==> config.mk <==
export PLATFORM = sky130hd
export DESIGN_NAME = crop_phenology_stage_tracker
export DESIGN_NICKNAME = d
export VERILOG_FILES = /design/src/rtl/cpst_pkg.sv /design/src/rtl/cpst_ctrl.sv /design/src/rtl/cpst_dp.sv /design/src/rtl/crop_phenology_stage_tracker.sv
export SDC_FILE = /design/constraint.sdc
export NUM_CORES = 2
export LEC_CHECK = 0
export ABC_AREA = 1
export BUFFER_PORTS_ARGS = -buffer_cell sky130_fd_sc_hd__buf_2
export CAP_MARGIN = 20
export CELL_PAD_IN_SITES_DETAIL_PLACEMENT = 1
export CELL_PAD_IN_SITES_GLOBAL_PLACEMENT = 1
export CORE_MARGIN = 2
export CORE_UTILIZATION = 34
export CTS_CLUSTER_DIAMETER = 200
export DETAILED_ROUTE_END_ITERATION = 10
export PLACE_DENSITY = 0.67
export SLEW_MARGIN = 30
export SYNTH_ARGS = -nofsm -noshare
export SYNTH_HDL_FRONTEND = slang
export SYNTH_SLANG_ARGS = --single-unit
==> constraint.sdc <==
create_clock -name clk -period 7.3 [get_ports clk]
set_clock_uncertainty 0.2 [all_clocks]
set_input_delay 0 -clock clk [delete_from_list [all_inputs] [get_ports clk]]
set_output_delay 0 -clock clk [all_outputs]
set_load 0.01 [all_outputs]
==> src/rtl/cpst_pkg.sv <==
// Package for the crop phenology stage tracker.
// Holds field widths, phase and error codes, register indexes, the
// controller/datapath command and status structs and the saturating adder.
package cpst_pkg;

  // Field widths
  localparam int TEMP_W   = 14;
  localparam int STRESS_W = 17;
  localparam int DEPTH_W  = 8;
  localparam int DAY_W    = 16;
  localparam int SUM_W    = 32;
  localparam int BONUS_W  = 14;
  localparam int PHASE_W  = 3;
  localparam int ERR_W    = 2;
  localparam int DDT_W    = 15;
  localparam int THR_W    = 20;
  localparam int GAIN_W   = 16;
  localparam int GERM_W   = 18;
  localparam int EDAY_W   = 17;
  localparam int TGT_W    = 25;
  localparam int PROD1_W  = GAIN_W + TEMP_W;
  localparam int PROD2_W  = PROD1_W + STRESS_W;

  // Stream widths
  localparam int IN_DATA_W  = 64;
  localparam int OUT_DATA_W = 136;

  // Configuration port
  localparam int CFG_IDX_W  = 3;
  localparam int CFG_DATA_W = 20;

  localparam logic [CFG_IDX_W-1:0] REG_AP_GAIN       = 3'd0;
  localparam logic [CFG_IDX_W-1:0] REG_GERM_TT       = 3'd1;
  localparam logic [CFG_IDX_W-1:0] REG_DEPTH_RATE    = 3'd2;
  localparam logic [CFG_IDX_W-1:0] REG_TT_STAR       = 3'd3;
  localparam logic [CFG_IDX_W-1:0] REG_TT_FLOWER     = 3'd4;
  localparam logic [CFG_IDX_W-1:0] REG_TT_FLOWER_END = 3'd5;
  localparam logic [CFG_IDX_W-1:0] REG_TT_MATURITY   = 3'd6;
  localparam logic [CFG_IDX_W-1:0] REG_EMERGENCE_DAY = 3'd7;

  // Register reset values
  localparam logic [GERM_W-1:0] GERM_TT_RST       = 18'd22016;
  localparam logic [EDAY_W-1:0] EMERGENCE_DAY_RST = 17'h1FFFF;

  // Growth phases
  localparam logic [PHASE_W-1:0] PH_UNSOWN    = 3'd0;
  localparam logic [PHASE_W-1:0] PH_GERM      = 3'd1;
  localparam logic [PHASE_W-1:0] PH_JUVENILE  = 3'd2;
  localparam logic [PHASE_W-1:0] PH_ACTIVE    = 3'd3;
  localparam logic [PHASE_W-1:0] PH_FLOWER    = 3'd4;
  localparam logic [PHASE_W-1:0] PH_MATURE    = 3'd5;
  localparam logic [PHASE_W-1:0] PH_DRY       = 3'd6;
  localparam logic [PHASE_W-1:0] PH_HARVESTED = 3'd7;

  // Error codes
  localparam logic [ERR_W-1:0] ERR_NONE   = 2'd0;
  localparam logic [ERR_W-1:0] ERR_NO_SOW = 2'd1;
  localparam logic [ERR_W-1:0] ERR_EARLY  = 2'd2;
  localparam logic [ERR_W-1:0] ERR_UNUSED = 2'd3;

  // Fixed-point constants
  localparam logic [STRESS_W-1:0] ONE_Q16 = 17'h10000;
  localparam logic [SUM_W-1:0]    SUM_MAX = 32'hFFFF_FFFF;

  // Output tdata bit positions (low bit of each field)
  localparam int O_CHG_LSB  = 129;
  localparam int O_SDAY_LSB = 113;
  localparam int O_ERR_LSB  = 130;

  // Controller to datapath
  typedef struct packed {
    logic load;    // latch accepted input transaction
    logic step1;   // first multiply, total and flowering sums
    logic step2;   // second multiply, emergence sum
    logic commit;  // phase update, state write, result load
  } cpst_cmd_t;

  // Datapath to controller
  typedef struct packed {
    logic out_free;  // result register can take a new result this cycle
  } cpst_status_t;

  // 32-bit add of a day's thermal time, saturating at all ones
  function automatic logic [SUM_W-1:0] sat_add(input logic [SUM_W-1:0] a,
                                               input logic [DDT_W-1:0] b);
    logic [SUM_W:0] s;
    s = {1'b0, a} + {{(SUM_W+1-DDT_W){1'b0}}, b};
    return s[SUM_W] ? SUM_MAX : s[SUM_W-1:0];
  endfunction

endpackage

==> src/rtl/cpst_ctrl.sv <==
// Controller of the crop phenology stage tracker.
// Sequences load, two multiply steps and commit; depends on cpst_pkg.
module cpst_ctrl
  import cpst_pkg::*;
(
  input  logic         clk,
  input  logic         rst_n,
  input  logic         in_tvalid,
  output logic         in_tready,
  input  cpst_status_t status,
  output cpst_cmd_t    cmd
);

  localparam logic [1:0] S_IDLE = 2'd0;
  localparam logic [1:0] S_MUL1 = 2'd1;
  localparam logic [1:0] S_MUL2 = 2'd2;
  localparam logic [1:0] S_UPD  = 2'd3;

  logic [1:0] state_r, state_nxt;

  assign in_tready = (state_r == S_IDLE);

  // Next state and commands
  always_comb begin
    state_nxt  = state_r;
    cmd        = '0;
    unique case (state_r)
      S_IDLE: begin
        if (in_tvalid) begin
          cmd.load  = 1'b1;
          state_nxt = S_MUL1;
        end
      end
      S_MUL1: begin
        cmd.step1 = 1'b1;
        state_nxt = S_MUL2;
      end
      S_MUL2: begin
        cmd.step2 = 1'b1;
        state_nxt = S_UPD;
      end
      S_UPD: begin
        // wait here while the previous result is still unread
        if (status.out_free) begin
          cmd.commit = 1'b1;
          state_nxt  = S_IDLE;
        end
      end
      default: state_nxt = S_IDLE;
    endcase
  end

  always_ff @(posedge clk) begin
    if (!rst_n) begin
      state_r <= S_IDLE;
    end else begin
      state_r <= state_nxt;
    end
  end

endmodule

==> src/rtl/cpst_dp.sv <==
// Datapath of the crop phenology stage tracker.
// Config registers, daily state, multipliers, sums and the result register;
// depends on cpst_pkg.
module cpst_dp
  import cpst_pkg::*;
(
  input  logic                  clk,
  input  logic                  rst_n,
  input  logic                  cfg_we,
  input  logic [CFG_IDX_W-1:0]  cfg_index,
  input  logic [CFG_DATA_W-1:0] cfg_wdata,
  input  logic [IN_DATA_W-1:0]  in_tdata,
  input  cpst_cmd_t             cmd,
  output cpst_status_t          status,
  output logic                  out_tvalid,
  input  logic                  out_tready,
  output logic [OUT_DATA_W-1:0] out_tdata
);

  // Config registers
  logic [GAIN_W-1:0] ap_gain_r;
  logic [GERM_W-1:0] germ_tt_r;
  logic [GAIN_W-1:0] depth_rate_r;
  logic [THR_W-1:0]  tt_star_r, tt_flower_r, tt_flower_end_r, tt_maturity_r;
  logic [EDAY_W-1:0] emergence_day_r;

  // Daily state
  logic [PHASE_W-1:0]  phase_r;
  logic [SUM_W-1:0]    sum_total_r, sum_emerged_r, sum_flowering_r;
  logic [BONUS_W-1:0]  bonus_r;
  logic [STRESS_W-1:0] stress_prev_r;
  logic [SUM_W-1:0]    target_r;
  logic [DAY_W-1:0]    sow_day_r;

  // Latched input transaction
  logic [TEMP_W-1:0]   temp_r;
  logic [STRESS_W-1:0] stress_r;
  logic                sow_r;
  logic [DEPTH_W-1:0]  depth_r;
  logic                harv_r;
  logic [DAY_W-1:0]    day_r;

  // Intermediate results
  logic [PROD1_W-1:0]         prod1_r;
  logic [GAIN_W+DEPTH_W-1:0]  tprod_r;
  logic [SUM_W-1:0]           tot_tmp_r, flw_tmp_r, emg_tmp_r;
  logic [BONUS_W-1:0]         bonus_tmp_r;
  logic [TGT_W-1:0]           tgt_tmp_r;
  logic                       emerge_hit_r;

  // Result register
  logic                  out_valid_r;
  logic [PHASE_W-1:0]    o_phase_r;
  logic [SUM_W-1:0]      o_total_r, o_emerged_r, o_flowering_r;
  logic [BONUS_W-1:0]    o_bonus_r;
  logic [DAY_W-1:0]      o_sday_r;
  logic                  o_chg_r;
  logic [ERR_W-1:0]      o_err_r;

  logic                  in_field, in_bloom, simulated;
  logic [DDT_W-1:0]      ddt;
  logic [PROD1_W-1:0]    prod1_nxt;
  logic [PROD2_W-1:0]    prod2_nxt;
  logic [STRESS_W-1:0]   factor;
  logic                  emg_cond, emerge_hit_nxt;
  logic [PHASE_W-1:0]    phase_nxt;
  logic                  chg_nxt;
  logic [ERR_W-1:0]      err_nxt;
  logic                  do_sow;

  assign in_field  = (phase_r != PH_UNSOWN) && (phase_r != PH_HARVESTED);
  assign in_bloom  = (phase_r == PH_FLOWER) || (phase_r == PH_MATURE) ||
                     (phase_r == PH_DRY);
  assign simulated = emergence_day_r[EDAY_W-1];
  assign ddt       = {1'b0, temp_r} + {{(DDT_W-BONUS_W){1'b0}}, bonus_r};
  assign do_sow    = (phase_r == PH_UNSOWN) && sow_r && !harv_r;

  // Bonus factor: one minus previous stress, zero when stress is one or more
  assign factor    = (stress_prev_r >= ONE_Q16) ? '0 : STRESS_W'(ONE_Q16 - stress_prev_r);
  assign prod1_nxt = {{(PROD1_W-GAIN_W){1'b0}}, ap_gain_r} *
                     {{(PROD1_W-TEMP_W){1'b0}}, temp_r};
  assign prod2_nxt = {{(PROD2_W-PROD1_W){1'b0}}, prod1_r} *
                     {{(PROD2_W-STRESS_W){1'b0}}, factor};

  // Emergence test on the new total sum (simulated) or on the day (forced)
  assign emg_cond       = simulated ? (tot_tmp_r >= target_r)
                                    : (emergence_day_r[DAY_W-1:0] <= day_r);
  assign emerge_hit_nxt = simulated ? (tot_tmp_r >= target_r)
                                    : (emergence_day_r[DAY_W-1:0] == day_r);

  // Phase transitions on sow, harvest, the emergence hit and the new emerged sum
  always_comb begin
    phase_nxt = phase_r;
    chg_nxt   = 1'b0;
    err_nxt   = ERR_NONE;
    unique case (phase_r)
      PH_UNSOWN: begin
        if (harv_r) err_nxt = ERR_NO_SOW;
        else if (sow_r) phase_nxt = PH_GERM;
      end
      PH_GERM: begin
        if (harv_r) begin
          phase_nxt = PH_HARVESTED;
          err_nxt   = ERR_EARLY;
        end else if (emerge_hit_r) begin
          phase_nxt = PH_JUVENILE;
        end
      end
      PH_JUVENILE: begin
        if (harv_r) begin
          phase_nxt = PH_HARVESTED;
          err_nxt   = ERR_EARLY;
        end else if (emg_tmp_r >= {{(SUM_W-THR_W){1'b0}}, tt_star_r}) begin
          phase_nxt = PH_ACTIVE;
          chg_nxt   = 1'b1;
        end
      end
      PH_ACTIVE: begin
        if (harv_r) begin
          phase_nxt = PH_HARVESTED;
          err_nxt   = ERR_EARLY;
        end else if (emg_tmp_r >= {{(SUM_W-THR_W){1'b0}}, tt_flower_r}) begin
          phase_nxt = PH_FLOWER;
          chg_nxt   = 1'b1;
        end
      end
      PH_FLOWER: begin
        if (harv_r) begin
          phase_nxt = PH_HARVESTED;
          err_nxt   = ERR_EARLY;
        end else if (emg_tmp_r >= {{(SUM_W-THR_W){1'b0}}, tt_flower_end_r}) begin
          phase_nxt = PH_MATURE;
          chg_nxt   = 1'b1;
        end
      end
      PH_MATURE: begin
        if (harv_r) begin
          phase_nxt = PH_HARVESTED;
        end else if (emg_tmp_r >= {{(SUM_W-THR_W){1'b0}}, tt_maturity_r}) begin
          phase_nxt = PH_DRY;
          chg_nxt   = 1'b1;
        end
      end
      PH_DRY: begin
        if (harv_r) phase_nxt = PH_HARVESTED;
      end
      PH_HARVESTED: phase_nxt = PH_HARVESTED;
      default: phase_nxt = phase_r;
    endcase
  end

  // Config writes
  always_ff @(posedge clk) begin
    if (!rst_n) begin
      ap_gain_r       <= '0;
      germ_tt_r       <= GERM_TT_RST;
      depth_rate_r    <= '0;
      tt_star_r       <= '0;
      tt_flower_r     <= '0;
      tt_flower_end_r <= '0;
      tt_maturity_r   <= '0;
      emergence_day_r <= EMERGENCE_DAY_RST;
    end else if (cfg_we) begin
      unique case (cfg_index)
        REG_AP_GAIN:       ap_gain_r       <= cfg_wdata[GAIN_W-1:0];
        REG_GERM_TT:       germ_tt_r       <= cfg_wdata[GERM_W-1:0];
        REG_DEPTH_RATE:    depth_rate_r    <= cfg_wdata[GAIN_W-1:0];
        REG_TT_STAR:       tt_star_r       <= cfg_wdata[THR_W-1:0];
        REG_TT_FLOWER:     tt_flower_r     <= cfg_wdata[THR_W-1:0];
        REG_TT_FLOWER_END: tt_flower_end_r <= cfg_wdata[THR_W-1:0];
        REG_TT_MATURITY:   tt_maturity_r   <= cfg_wdata[THR_W-1:0];
        REG_EMERGENCE_DAY: emergence_day_r <= cfg_wdata[EDAY_W-1:0];
        default: ;
      endcase
    end
  end

  // Input latch and intermediate steps (payload, no reset)
  always_ff @(posedge clk) begin
    if (cmd.load) begin
      temp_r   <= in_tdata[13:0];
      stress_r <= in_tdata[30:14];
      sow_r    <= in_tdata[31];
      depth_r  <= in_tdata[39:32];
      harv_r   <= in_tdata[40];
      day_r    <= in_tdata[56:41];
    end
    if (cmd.step1) begin
      prod1_r   <= prod1_nxt;
      tprod_r   <= {{DEPTH_W{1'b0}}, depth_rate_r} * {{GAIN_W{1'b0}}, depth_r};
      if (in_field && harv_r) tot_tmp_r <= '0;
      else if (in_field)      tot_tmp_r <= sat_add(sum_total_r, ddt);
      else                    tot_tmp_r <= sum_total_r;
      flw_tmp_r <= in_bloom ? sat_add(sum_flowering_r, ddt) : sum_flowering_r;
    end
    if (cmd.step2) begin
      bonus_tmp_r  <= prod2_nxt[SUM_W+BONUS_W-1:SUM_W];
      tgt_tmp_r    <= {{(TGT_W-GERM_W){1'b0}}, germ_tt_r} +
                      {{(TGT_W-GAIN_W-DEPTH_W){1'b0}}, tprod_r};
      emerge_hit_r <= emerge_hit_nxt;
      if (in_field && harv_r)     emg_tmp_r <= '0;
      else if (in_field && emg_cond) emg_tmp_r <= sat_add(sum_emerged_r, ddt);
      else                        emg_tmp_r <= sum_emerged_r;
    end
  end

  // Daily state commit
  always_ff @(posedge clk) begin
    if (!rst_n) begin
      phase_r         <= PH_UNSOWN;
      sum_total_r     <= '0;
      sum_emerged_r   <= '0;
      sum_flowering_r <= '0;
      bonus_r         <= '0;
      stress_prev_r   <= ONE_Q16;
      target_r        <= SUM_MAX;
      sow_day_r       <= '0;
    end else if (cmd.commit) begin
      phase_r         <= phase_nxt;
      sum_total_r     <= tot_tmp_r;
      sum_emerged_r   <= emg_tmp_r;
      sum_flowering_r <= flw_tmp_r;
      bonus_r         <= bonus_tmp_r;
      stress_prev_r   <= stress_r;
      if (do_sow) begin
        target_r  <= {{(SUM_W-TGT_W){1'b0}}, tgt_tmp_r};
        sow_day_r <= day_r;
      end
    end
  end

  // Result register
  always_ff @(posedge clk) begin
    if (!rst_n) begin
      out_valid_r <= 1'b0;
    end else if (cmd.commit) begin
      out_valid_r <= 1'b1;
    end else if (out_tready) begin
      out_valid_r <= 1'b0;
    end
  end

  always_ff @(posedge clk) begin
    if (cmd.commit) begin
      o_phase_r     <= phase_nxt;
      o_total_r     <= tot_tmp_r;
      o_emerged_r   <= emg_tmp_r;
      o_flowering_r <= flw_tmp_r;
      o_bonus_r     <= bonus_tmp_r;
      o_sday_r      <= chg_nxt ? DAY_W'(day_r - sow_day_r) : '0;
      o_chg_r       <= chg_nxt;
      o_err_r       <= err_nxt;
    end
  end

  assign status.out_free = !out_valid_r || out_tready;
  assign out_tvalid      = out_valid_r;
  assign out_tdata       = {4'd0, o_err_r, o_chg_r, o_sday_r, o_bonus_r,
                            o_flowering_r, o_emerged_r, o_total_r, o_phase_r};

endmodule

==> src/rtl/crop_phenology_stage_tracker.sv <==
// Crop phenology stage tracker, one transaction per simulated day.
// Input stream: in_tvalid/in_tready/in_tdata carries one day's weather and
// field events. Output stream: out_tvalid/out_tready/out_tdata carries the
// phase, the three saturating thermal-time sums, the bonus term, the stage
// day and the error code for that day. Registers are written through
// cfg_we/cfg_index/cfg_wdata only while the block is idle (a rule for the
// user; the block itself does not enforce it) and act from the next day. An
// accepted transaction passes through accept, two multiply steps through the
// bonus term multiplier chain and commit; its result shows on the output the
// cycle after commit. A new day is accepted only after the last one commits.
// The result register decouples the sides: the next day is accepted and
// worked on while a result waits; it then holds in the commit step until the
// receiver takes the earlier result.
// Reset (rst_n low, synchronous) restores the register defaults, puts the
// crop in the unsown phase, clears the sums and drops out_tvalid.
// Depends on cpst_pkg, cpst_ctrl and cpst_dp.
module crop_phenology_stage_tracker
  import cpst_pkg::*;
(
  input  logic                  clk,
  input  logic                  rst_n,
  // Configuration write port
  input  logic                  cfg_we,
  input  logic [CFG_IDX_W-1:0]  cfg_index,
  input  logic [CFG_DATA_W-1:0] cfg_wdata,
  // Input stream
  input  logic                  in_tvalid,
  output logic                  in_tready,
  // temp_eff[13:0], water_stress[30:14], sow_now[31], sow_depth[39:32],
  // harvest_now[40], day_index[56:41], zero pad [63:57]
  input  logic [IN_DATA_W-1:0]  in_tdata,
  // Output stream
  output logic                  out_tvalid,
  input  logic                  out_tready,
  // phase[2:0], tt_total[34:3], tt_emerged[66:35], tt_flowering[98:67],
  // bonus_term[112:99], stage_day[128:113], stage_changed[129],
  // error_code[131:130], zero pad [135:132]
  output logic [OUT_DATA_W-1:0] out_tdata
);

  cpst_cmd_t    cmd;
  cpst_status_t status;

  cpst_ctrl u_ctrl (
    .clk       (clk),
    .rst_n     (rst_n),
    .in_tvalid (in_tvalid),
    .in_tready (in_tready),
    .status    (status),
    .cmd       (cmd)
  );

  cpst_dp u_dp (
    .clk        (clk),
    .rst_n      (rst_n),
    .cfg_we     (cfg_we),
    .cfg_index  (cfg_index),
    .cfg_wdata  (cfg_wdata),
    .in_tdata   (in_tdata),
    .cmd        (cmd),
    .status     (status),
    .out_tvalid (out_tvalid),
    .out_tready (out_tready),
    .out_tdata  (out_tdata)
  );

`ifndef SYNTHESIS
  // one day in flight: no accept right after an accept
  a_one_in_flight: assert property (@(posedge clk) disable iff (!rst_n)
    (in_tvalid && in_tready) |=> !in_tready)
    else $error("transaction accepted while previous one in flight");

  // error code never takes the unused value
  a_err_code: assert property (@(posedge clk) disable iff (!rst_n)
    out_tvalid |-> (out_tdata[O_ERR_LSB+ERR_W-1:O_ERR_LSB] != ERR_UNUSED))
    else $error("unused error code on output");

  // stage day is zero unless a dated stage was reached
  a_stage_day: assert property (@(posedge clk) disable iff (!rst_n)
    (out_tvalid && !out_tdata[O_CHG_LSB]) |->
      (out_tdata[O_SDAY_LSB+DAY_W-1:O_SDAY_LSB] == '0))
    else $error("stage day set without stage change");
`endif

endmodule
Word level (Yosys, flattened, before mapping)

Index checks and enable logic that the tools add are counted.

Div/mod/pow operators: 0
$add $sub $neg: 7
Reduce and logical (&&, ||, !) cells: 26
Muxes and demuxes: 46
Order comparisons: 7
Multipliers: 3
Bitwise operators: 0
Eq/ne operators: 21
Shifts and indexed selects: 0

Operator list:

| cell                                                                   | count |
|---|---|
| 32-bit 2-to-1 mux                                                      | 6 |
| 32-bit by 20-bit >= comparator with 1-bit output                       | 4 |
| 32-bit by 15-bit adder with 33-bit output                              | 3 |
| 30-bit by 17-bit multiplier with 46-bit output                         | 1 |
| 3-bit 2-to-1 mux                                                       | 13 |
| 32-bit >= comparator                                                   | 1 |
| 16-bit by 14-bit multiplier with 30-bit output                         | 1 |
| 18-bit by 24-bit adder with 25-bit output                              | 1 |
| 3-bit equality test (second input constant)                            | 8 |
| 16-bit by 8-bit multiplier with 24-bit output                          | 1 |
| 3-bit case mux with 8 select lines                                     | 1 |
| 2-bit AND reduction                                                    | 10 |
| 1-bit 2-to-1 mux                                                       | 19 |
| 17-bit >= comparator (second input constant)                           | 1 |
| 17-bit 2-to-1 mux                                                      | 1 |
| 17-bit subtractor (first input constant)                               | 1 |
| 16-bit equality test                                                   | 1 |
| 16-bit less-or-equal comparator                                        | 1 |
| 16-bit subtractor                                                      | 1 |
| 14-bit by 14-bit adder with 15-bit output                              | 1 |
| 3-bit by 2-bit equality test with 1-bit output (second input constant) | 4 |
| 2-bit case mux with 4 select lines                                     | 1 |
| 3-bit by 1-bit equality test with 1-bit output (second input constant) | 2 |
| 3-bit logical NOT                                                      | 2 |
| 14 further kinds                                                       | 25 |

Bits in latches: 0
Output and inout bits: 138
Logic and storage cells: 150
Bits in registers: 707
Bits in writable memories: 0
Bits in read-only memories: 0
Input bits: 92
Memories: 0

Longest topological paths before layout

Depth in word-level cells: 5
Mapped depth: 43
Mapped depth without buffers: 41

By module

A second synthesis with hierarchy kept.

Cells, all modules: 7212
Area, all modules: 60728.2 um2

Modules (own cells, without submodules):

| module    | cells an instance | times used | area each (um2) |
|---|---|---|---|
| cpst_dp   | 7186              | 1          | 60549.3 |
| cpst_ctrl | 26                | 1          | 178.9 |

Least setup slack after synthesis

No wires, ideal clock.

Path type: reg-to-reg
From: register u_dp.stress_prev_r[0]
To: register u_dp.bonus_tmp_r[8], data pin
Path buffers: 2
Arrival: 6.720 ns
Clock period less this slack: 7.179 ns
Setup slack: 0.121 ns
Stages on the path, launching flop included: 41
Cells stage by stage: dfxtp_1 inv_1 ha_1 nand2_1 inv_2 nand2_2 nor2_2 inv_2 nor2_4 nand3_1 nor2_2 nand3_2 nor3_1 ha_1 inv_1 nand2_2 inv_2 buf_8 [5 not listed] fa_1 fa_1 fa_1 inv_1 fa_1 inv_1 fa_1 inv_1 ha_1 nand2_1 nor2_1 inv_1 nor4_1 o21ai_0 nand3_1 nand2_1 nand2_1 xor2_1

Longest elaborated chain between the ends: 3
Elaborated cells on any way between the ends: 4
Those cells by class: add/sub: 1; mul: 1; order compare: 1; mux: 1

RTL lines:

| element                                                          | line           | source |
|---|---|---|
| from (decl)                                                      | cpst_dp.sv:31  | `logic [STRESS_W-1:0] stress_prev_r;` |
| from (signal assigned)                                           | cpst_dp.sv:224 | `stress_prev_r <= stress_r;` |
| 17-bit subtractor / 17-bit >= comparator (equally long branches) | cpst_dp.sv:79  | `assign factor = (stress_prev_r >= ONE_Q16) ? '0 : STRESS_W'(ONE_Q16 - stress_prev_r);` |
| 17-bit 2-to-1 mux (*)                                            | cpst_dp.sv:79  |  |
| 30-bit by 17-bit multiplier with 46-bit output (*)               | cpst_dp.sv:82  | `assign prod2_nxt = {{(PROD2_W-PROD1_W){1'b0}}, prod1_r} *` |
| via u_dp.prod2_nxt[40]                                           | cpst_dp.sv:63  | `logic [PROD2_W-1:0] prod2_nxt;` |
| to (signal assigned)                                             | cpst_dp.sv:197 | `bonus_tmp_r <= prod2_nxt[SUM_W+BONUS_W-1:SUM_W];` |
| to (decl)                                                        | cpst_dp.sv:47  | `logic [BONUS_W-1:0] bonus_tmp_r;` |

Mark *: on every way through the listed nets, which the timed path passes. The rest lies on a longest branch.
A chain may end at the register's enable or synchronous reset.

Worst setup path in the final report

From: register u_dp.stress_prev_r[0]
To: register u_dp.bonus_tmp_r[9], data pin

Same word-level chain as after synthesis.

==> results.toml <==
[drt]
drc = 0
drtIter0Drc = 2748
viasPerCell = 5.00
routed_wl_um = 207000
antenna_left = 0
firstDrtPassIters = 5
via_count = 50300
wl_per_cell_um = 20.6

[logic_synthesis]
synth_top_family_by_area = "adder cells"
synth_flop_cell = "edfxtp_1"
synth_adder_area_share = 0.322
synth_mux_area_frac = 0
syn_area_mm2 = 0.0604
synth-edff-count = 379
yosysSeqAreaShare = 0.295
ys_ff_latch = 701
netlist_instances = 7106
synth-xor-area-share = 0.0231
synthSimpleGateAreaFrac = 0.162
synthDistinctLibCells = 56
ys_warn_count = 0
ys_async_sr_fraction = 0
syn_avg_cell_area_um2 = 8.49
synth_compound_gate_area_share = 0.0924

[global_route]
grt_overflow = 0
grt_pass1_wl_um = 318000
antenna_found_initial = 7
grt_max_degree = 164
grt_pass1_vias = 54400
grtUsageTotal = 0.228

[floorplanning]
rows = 154
initial_utilization = 0.342
die_y_um = 425
die_x_um = 425
dieArea_mm2 = 0.181
ioPinCount = 230
core_mm2 = 0.176

[timing]
finalHoldViolations = 0
rsz0062_at_grt = "yes"
worst_pin_slew_ns = 1.12
layout_setup_ws_ns = -0.282
timing.final.crit_share = 1.04
maxSlewHeadroom = 0.245
setup_viol_count_final = 13
period_minus_slack_ns = 7.58
finalMaxSlewViolations = 0
holdWs_ns = 0.0834
fmax_mhz = 132

[worst_setup_path]
reg2reg_depth = 39
cp-end-kind = "flip-flop"
cp.required_ns = 7.55
cp_slowest_stage_delay_ns = 0.55
r2r_slack_ns = -0.28
rr_endpoint = "u_dp.bonus_tmp_r[9]"
cpMostUsedCell = "fa_1"
critPathLaunchType = "flip-flop"
cp_slowest_cell = "fa_1"
reg2reg_from = "u_dp.stress_prev_r[0]"
cp_max_fo = 7
crit_arrival_ns = 7.83
path_class = "flip-flop to flip-flop"

[cells_and_area]
area_delta_synth_final_pct = 19.7
final_cell_area_mm2 = 0.0723
layout_common_cells = "1308 x inv_1, 1302 x nand2_1, 660 x nor2_1, 641 x fa_1, 444 x ha_1"
drive_above_1_share = 0.133
nNetsFinal = 8896
n_fill_cell = 20700
layout_commonest_cell = "inv_1"

[flow_run]
drv_cap = 0

[clock_network]
cts_tree = "built"
clockRootBuffer = "clkbuf_16"
cts_made_buffers = 88
clk_pin_slew_ns = 0.06
htree_num_levels = 3
cts_sinks = 701
cts_buffer_depth = 3
clock_latency_ns = 0.73

[worst_hold_path]
hp-class = "primary input to flip-flop"
min_to = "u_dp.tt_star_r[18]"
hp-start = "rst_n"
min_path_cells = 4

[placed_design]
place_congestion = 0.939
placed_area_mm2 = 0.0657
numPortBuffers = 218
dp_hpwl_um = 160000

[outcome]
violations = "negative setup slack"
outcome = "complete, but fails checks"
## per-stage QoR
| stage | setup WS [ns] | cells | setup TNS (ns) | utilization |
|---|---|---|---|---|
| 6_report | -0.282 | 10100 | -1.62 | 0.410 |
| 3_5_place_dp | -0.686 | 9684 | -5.64 | 0.372 |
| 5_1_grt | -0.525 | 10100 | -5.58 | 0.410 |
| 2_1_floorplan | 0.121 | 7109 | 0 | - |
| 4_1_cts | -0.150 | 10100 | -0.337 | 0.406 |
| 3_3_place_gp | -0.591 | 9684 | -4.08 | 0.372 |
## layer usage
metal / part of all wire / vias to the layer above / wire length [um] / global-route usage
met4: 0.040 / 0 / 8260 / 0.0840
met5: 0 / - / 0 / 0
met3: 0.042 / 321 / 8760 / 0.0283
met2: 0.49 / 1013 / 103000 / 0.400
met1: 0.42 / 25600 / 87700 / 0.284
li1: - / 23400 / - / -
## flip-flops by register name, indices dropped and copies added (netlist names), 24 cells and up
signal	flops
u_dp.sum_flowering_r	32
u_dp.tprod_r	24
u_dp.sum_emerged_r	32
u_dp.o_flowering_r	32
u_dp.sum_total_r	32
u_dp.o_emerged_r	32
u_dp.tgt_tmp_r	25
u_dp.prod1_r	30
u_dp.flw_tmp_r	32
u_dp.emg_tmp_r	32
u_dp.tot_tmp_r	32
u_dp.o_total_r	32
u_dp.target_r	26
## synthesized netlist by cell type (34+ instances only)
library cell	instances	area share
nor2_1	693	0.043
o21ai_0	417	0.035
fa_1	671	0.22
o211ai_1	35	0.0044
nand2_1	1333	0.083
nand3_1	210	0.017
inv_1	1351	0.084
a21o_1	34	0.0042
edfxtp_1	379	0.19
dfxtp_1	322	0.11
xnor2_1	51	0.0074
a21oi_1	449	0.037
nand4_1	51	0.0053
nor3_1	50	0.0041
clkbuf_1	205	0.013
ha_1	479	0.099
xor2_1	108	0.016
## worst max path at each step
stage                          startpoint                   to  cells after the start
floorplan           u_dp.stress_prev_r[0]  u_dp.bonus_tmp_r[8]                     40
global placement    u_dp.stress_prev_r[0]  u_dp.bonus_tmp_r[1]                     37
detailed placement  u_dp.stress_prev_r[0]  u_dp.bonus_tmp_r[1]                     37
CTS                 u_dp.stress_prev_r[0]  u_dp.bonus_tmp_r[9]                     40
global route        u_dp.stress_prev_r[1]  u_dp.bonus_tmp_r[9]                     39
finish              u_dp.stress_prev_r[0]  u_dp.bonus_tmp_r[9]                     39
## cells by family (layout without fill, tap and decap cells)
kind of cell | Yosys count | after routing
adders and majority gates | 1150 | 1150
and+or+nand+nor | 2415 | 2415
AOI/OAI and AO/OA | 1033 | 1033
xor gates and xnor gates | 159 | 159
other | 1 | 5
DFF | 701 | 701
buffers and inverters | 1647 | 2268
## critical path: cells and delay by family (launching register included)
kind / cells / cell delay (ns)
DFF: 1 / 0.32
xor gates and xnor gates: 1 / 0.14
and+or+nand+nor: 16 / 1.81
adders and majority gates: 9 / 3.68
buffers and inverters: 12 / 1.05
AOI/OAI and AO/OA: 1 / 0.08
## cell type report
cell class                      instances  area, um2  area share
Multi-Input combinational cell       4761      37600       0.520
Sequential cell                       701      17800       0.247
Timing Repair Buffer                  724       5770      0.0798
Inverter                             1377       5200      0.0720
Tap cell                             2340       2930      0.0405
Clock buffer                          109       2360      0.0327
Clock inverter                         57        616     0.00852
Timing Repair inverter                  1       6.26   0.0000866
Antenna cell                            1       2.50   0.0000346
## timing repair
action | 4_1_cts | 5_1_grt
gates resized for setup | 234 | 133
setup buffers | 47 | 15
cloned | 2 | 0
endpoints found under the hold margin | 261 | 0
hold buffers | 158 | 0
endpoints found under the setup margin | 14 | 14
pin swaps | 106 | 68
Power is not shown: default switching activity piles up to over one toggle a cycle in this logic, so the estimate is an artifact.
